--- src/rtl/path_occlusion_check_unit_defines.svh ---
// Assertion macros shared by the path occlusion check RTL.
// Included by modules that carry concurrent checks; no other dependencies.
`ifndef PATH_OCCLUSION_CHECK_UNIT_DEFINES_SVH
`define PATH_OCCLUSION_CHECK_UNIT_DEFINES_SVH

// Implication checked on every rising clock edge outside reset.
`define POC_ASSERT_IMP(label, clk_s, rst_s, ante, cons, msg) \
    label: assert property (@(posedge clk_s) disable iff (!rst_s) (ante) |-> (cons)) \
        else $error(msg);

// Next-cycle implication checked outside reset.
`define POC_ASSERT_NEXT(label, clk_s, rst_s, ante, cons, msg) \
    label: assert property (@(posedge clk_s) disable iff (!rst_s) (ante) |=> (cons)) \
        else $error(msg);

`endif

--- src/rtl/poc_pkg.sv ---
// Shared types, widths and codes for the path occlusion check unit.
// No dependencies; imported by every module of the block.
`timescale 1ns / 1ps
package poc_pkg;
    localparam int OBSTACLE_SLOTS = 32;
    localparam int SLOT_W = (OBSTACLE_SLOTS > 1) ? $clog2(OBSTACLE_SLOTS) : 1;
    localparam int CNT_W = $clog2(OBSTACLE_SLOTS + 1);
    localparam logic [15:0] MAX_LENGTH_RESET = 16'd5120;

    localparam logic [1:0] ST_OK = 2'd0;
    localparam logic [1:0] ST_TOO_FAR = 2'd1;
    localparam logic [1:0] ST_BLOCKED = 2'd2;
    localparam logic [1:0] ST_SAME = 2'd3;

    localparam logic CMD_LOAD = 1'b0;
    localparam logic CMD_QUERY = 1'b1;

    // Classified work item passed from front to back.
    typedef struct packed {
        logic        is_load;
        logic [4:0]  slot;
        logic signed [23:0] left;
        logic signed [23:0] top;
        logic [22:0] width;
        logic [22:0] height;
        logic        used;
        logic signed [23:0] sx;
        logic signed [23:0] sy;
        logic signed [24:0] dx;
        logic signed [24:0] dy;
        logic [24:0] len;
        logic        too_far;
    } work_t;

    typedef struct packed {
        logic [1:0]  status;
        logic [15:0] reach_length;
        logic signed [17:0] step_x;
        logic signed [17:0] step_y;
    } result_t;
endpackage

--- src/rtl/poc_front.sv ---
// Front end: accepts input beats, forms deltas and length, compares to limit.
// Depends on poc_pkg.
`timescale 1ns / 1ps
module poc_front
    import poc_pkg::*;
(
    input  logic        clk,
    input  logic        rst_n,
    input  logic        in_valid,
    output logic        in_ready,
    input  logic [199:0] in_data,
    input  logic        in_cmd,
    input  logic [15:0] max_length,
    output logic        q_valid,
    input  logic        q_ready,
    output work_t       q_item
);
    // Two-entry queue toward the back end.
    work_t       mem_reg [2];
    logic        wp_reg, rp_reg;
    logic [1:0]  cnt_reg;
    work_t       item;
    logic signed [24:0] dx, dy;
    logic [24:0] ax, ay;
    logic        push, pop;

    assign in_ready = (cnt_reg != 2'd2);
    assign push = in_valid && in_ready;
    assign q_valid = (cnt_reg != 2'd0);
    assign pop = q_valid && q_ready;
    assign q_item = mem_reg[rp_reg];

    always_comb
    begin
        dx = $signed({in_data[171], in_data[171:148]}) - $signed({in_data[123], in_data[123:100]});
        dy = $signed({in_data[195], in_data[195:172]}) - $signed({in_data[147], in_data[147:124]});
        ax = dx[24] ? 25'(-dx) : 25'(dx);
        ay = dy[24] ? 25'(-dy) : 25'(dy);
        item.is_load = (in_cmd == CMD_LOAD);
        item.slot = in_data[4:0];
        item.left = in_data[28:5];
        item.top = in_data[52:29];
        item.width = in_data[75:53];
        item.height = in_data[98:76];
        item.used = in_data[99];
        item.sx = in_data[123:100];
        item.sy = in_data[147:124];
        item.dx = dx;
        item.dy = dy;
        item.len = (ax > ay) ? ax : ay;
        item.too_far = (item.len > {9'd0, max_length});
    end

    always_ff @(posedge clk or negedge rst_n)
    begin
        if (!rst_n)
        begin
            wp_reg <= 1'b0;
            rp_reg <= 1'b0;
            cnt_reg <= 2'd0;
        end
        else
        begin
            if (push) wp_reg <= ~wp_reg;
            if (pop) rp_reg <= ~rp_reg;
            cnt_reg <= cnt_reg + {1'b0, push} - {1'b0, pop};
        end
    end

    always_ff @(posedge clk)
    begin
        if (push) mem_reg[wp_reg] <= item;
    end
endmodule

--- src/rtl/poc_back.sv ---
// Back end: obstacle table, step divider and point walk over all slots.
// Depends on poc_pkg and the assertion macro header.
`timescale 1ns / 1ps
`include "path_occlusion_check_unit_defines.svh"
module poc_back
    import poc_pkg::*;
(
    input  logic    clk,
    input  logic    rst_n,
    input  logic    q_valid,
    output logic    q_ready,
    input  work_t   q_item,
    output logic    res_valid,
    input  logic    res_ready,
    output result_t res
);
    typedef enum logic [2:0] {S_IDLE, S_DIV, S_RD, S_CMP, S_DONE} state_t;

    state_t state_reg;
    logic [OBSTACLE_SLOTS-1:0] active_reg;
    logic signed [23:0] ml [OBSTACLE_SLOTS];
    logic signed [23:0] mt [OBSTACLE_SLOTS];
    logic [22:0] mw [OBSTACLE_SLOTS];
    logic [22:0] mh [OBSTACLE_SLOTS];

    work_t   w_reg;
    logic [4:0]  bit_reg;
    logic [40:0] remx_reg, remy_reg;
    logic [16:0] qx_reg, qy_reg;
    logic signed [33:0] px_reg, py_reg;
    logic signed [17:0] stx_reg, sty_reg;
    logic [16:0] pts_reg;
    logic [CNT_W-1:0] s_reg;
    logic signed [23:0] rl_reg, rt_reg;
    logic [22:0] rw_reg, rh_reg;
    logic        ract_reg;
    logic        hit_reg;
    result_t     res_reg;
    logic        res_valid_reg;

    logic signed [33:0] l34, r34, t34, d34;
    logic        pt_hit;
    result_t     done_res;

    assign q_ready = (state_reg == S_IDLE);
    assign res_valid = res_valid_reg;
    assign res = res_reg;

    always_comb
    begin
        l34 = {{2{rl_reg[23]}}, rl_reg, 8'd0};
        t34 = {{2{rt_reg[23]}}, rt_reg, 8'd0};
        r34 = l34 + $signed({3'd0, rw_reg, 8'd0});
        d34 = t34 + $signed({3'd0, rh_reg, 8'd0});
        pt_hit = ract_reg && px_reg >= l34 && px_reg <= r34 && py_reg >= t34 && py_reg <= d34;
    end

    always_comb
    begin
        done_res = '0;
        if (w_reg.too_far) done_res.status = ST_TOO_FAR;
        else if (hit_reg) done_res.status = ST_BLOCKED;
        else if (w_reg.len == 25'd0) done_res.status = ST_SAME;
        else
        begin
            done_res.status = ST_OK;
            done_res.reach_length = w_reg.len[15:0];
            done_res.step_x = stx_reg;
            done_res.step_y = sty_reg;
        end
    end

    always_ff @(posedge clk)
    begin
        if (state_reg == S_IDLE && q_valid && q_item.is_load
            && 32'(q_item.slot) < OBSTACLE_SLOTS)
        begin
            ml[q_item.slot[SLOT_W-1:0]] <= q_item.left;
            mt[q_item.slot[SLOT_W-1:0]] <= q_item.top;
            mw[q_item.slot[SLOT_W-1:0]] <= q_item.width;
            mh[q_item.slot[SLOT_W-1:0]] <= q_item.height;
        end
        if (state_reg == S_RD)
        begin
            rl_reg <= ml[s_reg[SLOT_W-1:0]];
            rt_reg <= mt[s_reg[SLOT_W-1:0]];
            rw_reg <= mw[s_reg[SLOT_W-1:0]];
            rh_reg <= mh[s_reg[SLOT_W-1:0]];
        end
    end

    always_ff @(posedge clk or negedge rst_n)
    begin
        if (!rst_n)
        begin
            state_reg <= S_IDLE;
            active_reg <= '0;
            res_valid_reg <= 1'b0;
            hit_reg <= 1'b0;
        end
        else
        begin
            if (res_valid_reg && res_ready && state_reg != S_DONE) res_valid_reg <= 1'b0;
            case (state_reg)
                S_IDLE:
                begin
                    if (q_valid)
                    begin
                        w_reg <= q_item;
                        if (q_item.is_load)
                        begin
                            if (32'(q_item.slot) < OBSTACLE_SLOTS)
                                active_reg[q_item.slot[SLOT_W-1:0]] <= q_item.used;
                        end
                        else if (q_item.too_far)
                        begin
                            hit_reg <= 1'b0;
                            state_reg <= S_DONE;
                        end
                        else
                        begin
                            // magnitude << 16, divided by len one bit a cycle
                            remx_reg <= {(q_item.dx[24] ? 25'(-q_item.dx) : 25'(q_item.dx)),
                                         16'd0};
                            remy_reg <= {(q_item.dy[24] ? 25'(-q_item.dy) : 25'(q_item.dy)),
                                         16'd0};
                            qx_reg <= '0;
                            qy_reg <= '0;
                            bit_reg <= 5'd16;
                            hit_reg <= 1'b0;
                            state_reg <= S_DIV;
                        end
                    end
                end
                S_DIV:
                begin
                    // restoring divide: rem holds dividend, compare shifted len
                    if (w_reg.len == 25'd0)
                    begin
                        stx_reg <= '0;
                        sty_reg <= '0;
                    end
                    if ({remx_reg} >= ({16'd0, w_reg.len} << bit_reg) && w_reg.len != 0)
                    begin
                        remx_reg <= remx_reg - ({16'd0, w_reg.len} << bit_reg);
                        qx_reg[bit_reg] <= 1'b1;
                    end
                    if ({remy_reg} >= ({16'd0, w_reg.len} << bit_reg) && w_reg.len != 0)
                    begin
                        remy_reg <= remy_reg - ({16'd0, w_reg.len} << bit_reg);
                        qy_reg[bit_reg] <= 1'b1;
                    end
                    if (bit_reg == 5'd0)
                        state_reg <= S_RD;
                    else
                        bit_reg <= bit_reg - 5'd1;
                    px_reg <= {{2{w_reg.sx[23]}}, w_reg.sx, 8'd0};
                    py_reg <= {{2{w_reg.sy[23]}}, w_reg.sy, 8'd0};
                    pts_reg <= {1'b0, w_reg.len[23:8]} + 17'd1;
                    s_reg <= '0;
                end
                S_RD:
                begin
                    if (s_reg == CNT_W'(0) && pts_reg == {1'b0, w_reg.len[23:8]} + 17'd1)
                    begin
                        stx_reg <= w_reg.dx[24] ? -$signed({1'b0, qx_reg}) : $signed({1'b0, qx_reg});
                        sty_reg <= w_reg.dy[24] ? -$signed({1'b0, qy_reg}) : $signed({1'b0, qy_reg});
                    end
                    ract_reg <= active_reg[s_reg[SLOT_W-1:0]];
                    state_reg <= S_CMP;
                end
                S_CMP:
                begin
                    if (pt_hit)
                    begin
                        hit_reg <= 1'b1;
                        state_reg <= S_DONE;
                    end
                    else if (s_reg == CNT_W'(OBSTACLE_SLOTS - 1))
                    begin
                        s_reg <= '0;
                        px_reg <= px_reg + 34'(stx_reg);
                        py_reg <= py_reg + 34'(sty_reg);
                        pts_reg <= pts_reg - 17'd1;
                        state_reg <= (pts_reg == 17'd1) ? S_DONE : S_RD;
                    end
                    else
                    begin
                        s_reg <= s_reg + CNT_W'(1);
                        state_reg <= S_RD;
                    end
                end
                S_DONE:
                begin
                    if (!res_valid_reg || res_ready)
                    begin
                        res_valid_reg <= 1'b1;
                        res_reg <= done_res;
                        state_reg <= S_IDLE;
                    end
                end
                default: state_reg <= S_IDLE;
            endcase
        end
    end

    `POC_ASSERT_IMP(a_ready_idle, clk, rst_n, q_ready, state_reg == S_IDLE, "ready outside idle")
    `POC_ASSERT_NEXT(a_done_out, clk, rst_n, state_reg == S_DONE && (!res_valid_reg || res_ready), res_valid_reg, "result lost")
    `POC_ASSERT_IMP(a_ok_len, clk, rst_n, res_valid_reg && res_reg.status != ST_OK, res_reg.reach_length == 16'd0, "length not cleared")
endmodule

--- src/rtl/path_occlusion_check_unit.sv ---
// Top level of the path occlusion check unit: front, queue and back end.
// Depends on poc_pkg, poc_front and poc_back.
//  channel | dir | content
//  s_axis  | in  | tdata: slot,box_left,box_top,box_width,box_height,box_used,
//          |     |   start_x,start_y,target_x,target_y; tuser: command
//  m_axis  | out | tdata: reach_length,step_x,step_y; tuser: status
//  cfg     | in  | max_length write
// A load passes the front queue and is written into the table in idle; a too_far
// item goes from idle to S_DONE. Otherwise the deltas are divided by the length,
// then floor(L/256)+1 points are walked over all slots, ending early on a hit.
// The per-slot compare loop over the obstacle table sets the rate.
// Reset clears the active flags, the limit to 5120 and all handshake state.
// The output holds until taken; the back end stalls in S_DONE meanwhile.
`timescale 1ns / 1ps
module path_occlusion_check_unit
    import poc_pkg::*;
(
    input  logic         clk,
    input  logic         rst_n,
    input  logic         s_axis_tvalid,
    output logic         s_axis_tready,
    input  logic [199:0] s_axis_tdata,  // slot,left,top,width,height,used,sx,sy,tx,ty
    input  logic         s_axis_tuser,  // command
    output logic         m_axis_tvalid,
    input  logic         m_axis_tready,
    output logic [55:0]  m_axis_tdata,  // reach_length, step_x, step_y
    output logic [1:0]   m_axis_tuser,  // status
    input  logic         cfg_we,
    input  logic [15:0]  cfg_wdata
);
    logic [15:0] max_length_reg;
    logic        q_valid, q_ready;
    work_t       q_item;
    result_t     res;

    always_ff @(posedge clk or negedge rst_n)
    begin
        if (!rst_n)
            max_length_reg <= MAX_LENGTH_RESET;
        else if (cfg_we)
            max_length_reg <= cfg_wdata;
    end

    poc_front u_front (
        .clk(clk), .rst_n(rst_n), .in_valid(s_axis_tvalid), .in_ready(s_axis_tready),
        .in_data(s_axis_tdata), .in_cmd(s_axis_tuser), .max_length(max_length_reg),
        .q_valid(q_valid), .q_ready(q_ready), .q_item(q_item)
    );

    poc_back u_back (
        .clk(clk), .rst_n(rst_n), .q_valid(q_valid), .q_ready(q_ready), .q_item(q_item),
        .res_valid(m_axis_tvalid), .res_ready(m_axis_tready), .res(res)
    );

    assign m_axis_tdata = {4'd0, res.step_y, res.step_x, res.reach_length};
    assign m_axis_tuser = res.status;
endmodule
--- config.mk ---
export PLATFORM = sky130hd
export DESIGN_NAME = path_occlusion_check_unit
export DESIGN_NICKNAME = d
export VERILOG_FILES = /design/src/rtl/poc_pkg.sv /design/src/rtl/poc_front.sv /design/src/rtl/poc_back.sv /design/src/rtl/path_occlusion_check_unit.sv
export VERILOG_INCLUDE_DIRS = /design/src /design/src/rtl
export SDC_FILE = /design/constraint.sdc
export NUM_CORES = 2
export LEC_CHECK = 0
export BUFFER_PORTS_ARGS = -buffer_cell sky130_fd_sc_hd__buf_4
export CORE_MARGIN = 8
export CORE_UTILIZATION = 57
export CTS_CLUSTER_DIAMETER = 80
export CTS_CLUSTER_SIZE = 25
export DETAILED_ROUTE_END_ITERATION = 10
export PLACE_DENSITY_LB_ADDON = 0.08
export SLEW_MARGIN = 20
export SYNTH_ARGS = -nofsm -noshare
export SYNTH_HDL_FRONTEND = slang
export SYNTH_SLANG_ARGS = --single-unit
export TNS_END_PERCENT = 10
--- constraint.sdc ---
create_clock -name clk -period 10.83 [get_ports clk]
set_input_delay 1.6245 -clock clk [delete_from_list [all_inputs] [get_ports clk]]
set_output_delay 1.6245 -clock clk [all_outputs]
set_load 0.01 [all_outputs]
==> summary.md <==
| Metric | Value |
|---|---|
| Die X | 562 um |
| CTS Sinks | 3988 |
| Fin Clk Skew | 53.5 ps |
| Drt drc | 0 |
| Multi-input combinational cell area | 0.0481 mm2 |
| Dpl ws | 864 ps |
| Mux contribution to synthesized area | 15.3% |
| Antenna viol nets, final | 0 |
| Final setup fails | 0 |
| Arr. time, crit path | 9790 ps |
| Slew at the pin with the worst max-slew slack | 1140 ps |
| H-tree levels | 4 |
| TritonCTS Buffers | 199 |
| Most frequent cells in the layout | edfxtp_1 (3931), mux4_2 (962), ha_1 (405), buf_4 (395), a21oi_1 (326) |
| WS Path Type | in -> reg |
| Critical path required time | 11450 ps |
| FF+latch count, synth | 3988 |
| Hold Vio Cnt, Final | 0 |
| Global-route wire length before repair | 631 mm |
| Post-synthesis adder-cell area fraction | 3.08% |
| Overflow after GRT | 0 |
| Layout cells sized above 1 | 21.6% |
| Part of the cycle the worst path needs | 84.7% |
| Largest net degree at the start of global routing | 151 |
| Max Cap Violations | 0 |
| Post-CTS setup buffer count | 0 |
| Internal | 27.2 mW |
| Register area | 0.119 mm2 |
| Setup_tns | 0 ps |
| Routability congestion estimate | 0.898 |
| Site Rows | 200 |
| Wire per inst | 33.0 um |
| Largest family of logic cells by synthesized area | multiplexers |
| Final HPWL DP | 254 mm |
| Slew margin rel. | 23.6% |
| Die Ht | 562 um |
| CP dominant cell by count | a21oi_1 |
| Final WL | 444 mm |
| Initial Utilization | 57.2% |
| CP delay by family, top | compound AO/OA/AOI/OAI gates |
| Tmin final | 9170 ps |
| Clock Latency Late Sink | 930 ps |
| Vias | 89.0k |
| CTS clk-pin slew, worst paths | 90 ps |
| Switching portion of total power | 30.5% |
| Fill cell count | 20.9k |
| Status | complete, no violations |
| Vias per std cell | 6.63 |
| Non-Filler Instances | 13.4k |
| Pwr/cell area | 214 mW/mm2 |
| Reg power frac | 52.6% |
| Post-Syn Area | 0.170 mm2 |
| Port buffer count | 273 |
| Most common cell after layout, fill and taps aside | edfxtp_1 |
| Post-cts resize count | 0 |
| CP max FO | 11 |
| Setup ws final | 1660 ps |
| Inst Count DP | 13.2k |
| Yosys cell types | 97 |
| First DRT Iteration DRCs | 11.6k |
| Cell count after synthesis | 9167 |
| Synth Area in Simple Gates | 3.75% |
| Clk Tree Root Cell | clkbuf_16 |
| Die area | 0.315 mm2 |
| Synth Area in XOR/XNOR | 1.74% |
| Number of flops mapped to enable cells by yosys | 3931 |
| Slowest CP cell | a21oi_1 |
| Setup crit start kind | primary input |
| Fmax | 0.109 GHz |
| R2R Path Start | u_back.rw_reg[0]$_DFFE_PN_ |
| CTS tree | yes |
| Hold Crit Start | u_back.active_reg[28]$_DFFE_PN0P_ |
| Initial antenna violation count | 12 |
| Ys flop type | edfxtp_1 |
| P&R area growth vs syn | 7.89% |
| Cts hold-fix bufs | 0 |
| Post-layout net count | 10.0k |
| Total track usage | 27.6% |
| Ports | 282 |
| Crit end category | flop |
| Max incr delay on CP | 570 ps |
| LEAKAGE | 59.9 nW |
| Post-synth ARST share | 1.43% |
| Worst hold path class | reg -> reg |
| NetSw | 11.9 mW |
| Core ar. | 0.297 mm2 |
| Clock share of power | 21.7% |
| Buf/Inv on CP | 4 |
| Compound-gate portion of the synthesized area | 4.24% |
| Mean Syn Cell Area | 18.5 um2 |
| Number of global-route vias before repair | 87.3k |
| Worst VDD drop | 0.189 mV |
| Max-slew violation count | 0 |
| Pre-antenna DRT Iters | 6 |
| Synth warn | 0 |
| CTS max path bufs | 4 |
| Hold_ws | 511 ps |
| Seq/Total Area, Yosys | 70.4% |
| Worst setup path startpoint | s_axis_tdata[100] |
| Comb power frac | 25.7% |
| RSZ-0062 raised after global routing | false |
cells in the mapped netlist, types with 34 or more instances:
cell / count / area (um2)
a21o_1: 141 / 1060
a21oi_1: 328 / 1640
a31oi_1: 37 / 231
and2_1: 78 / 488
and3_1: 54 / 338
buf_1: 80 / 300
clkbuf_1: 289 / 1080
dfrtp_1: 55 / 1380
edfxtp_1: 3931 / 118000
ha_1: 405 / 5070
inv_1: 247 / 927
mux2_2: 319 / 3590
mux2i_1: 74 / 741
mux4_2: 962 / 21700
nand2_1: 314 / 1180
nand2b_1: 58 / 363
nand3_1: 79 / 395
nand4_1: 61 / 382
nor2_1: 353 / 1330
nor2b_1: 53 / 332
nor3_1: 87 / 435
o21a_1: 49 / 368
o21ai_0: 318 / 1590
o31ai_1: 34 / 255
or3_1: 36 / 225
xnor2_1: 170 / 1490
xor2_1: 167 / 1460
cell families (layout without fill, tap and decap cells):
logic type,Yosys count,after routing
xor gates and xnor gates,337,337
and+or+nand+nor,1289,1289
DFF,3988,3988
other,1,8
AOI/OAI and AO/OA,1145,1145
adders and majority gates,413,413
muxes,1357,1357
buffers and inverters,637,955
area by class of cell:
| type | count | area share (%) |
|---|---|---|
| Sequential cell | 3988 | 65.3 |
| Multi-Input combinational cell | 4545 | 26.3 |
| Clock buffer | 226 | 2.89 |
| Tap cell | 3939 | 2.69 |
| Timing Repair Buffer | 431 | 2.02 |
| Inverter | 249 | 0.513 |
| Clock inverter | 49 | 0.340 |
| Antenna cell | 4 | 0.00547 |
metal layers:
layer  wire length, um  vias up  global-route usage, %
li1                  -    37353                      -
met1            186000    47250                   41.1
met2            212000     3946                   44.7
met3             35100      499                   3.45
met4             10300        0                   5.92
met5                 0        -                      0
per-stage QoR:
stage               instance area (um2)  power (mW)  utilization [%]
finish                           183000        39.1             61.7
global route                     183000        40.6             61.7
floorplan                        170000        27.5                -
detailed placement               177000        30.9             59.7
CTS                              183000        39.2             61.7
global placement                 177000        30.6             59.7
final timing paths:
kind / depth (start not counted) / slack (ps) / endpoint
worst max-delay path: 35 / 1660 / u_front.mem_reg[0][0]$_DFFE_PP_
worst min-delay path: 1 / 510 / u_back.active_reg[28]$_DFFE_PN0P_
worst max register to register: 25 / 3610 / u_back.px_reg[11]$_DFFE_PP_
worst min register to register: 1 / 510 / u_back.active_reg[28]$_DFFE_PN0P_
max in group asynchronous: 2 / 9130 / u_front.rp_reg$_DFFE_PN0P_
min in group asynchronous: 1 / 640 / max_length_reg[5]$_DFFE_PN0P_
worst register-to-register path, delay by kind of cell, from the launching register on:
| family | cells | cell delay, ps |
|---|---|---|
| AO/OA/AOI/OAI | 13 | 2920 |
| AND/OR/NAND/NOR | 7 | 1530 |
| adder cells (fa/ha/maj) | 3 | 1020 |
| buffers and inverters | 2 | 800 |
| flip-flops | 1 | 500 |
power groups by stage:
stage / Combinational (mW) / Clock, mW / Sequential [mW]
floorplan: 6.68 / 0 / 20.8
global placement: 9.74 / 0 / 20.9
detailed placement: 9.99 / 0 / 20.9
CTS: 10.0 / 8.61 / 20.6
global route: 10.8 / 9.06 / 20.7
finish: 10.0 / 8.46 / 20.6
No activity file was read; power rests on OpenSTA's default activity.
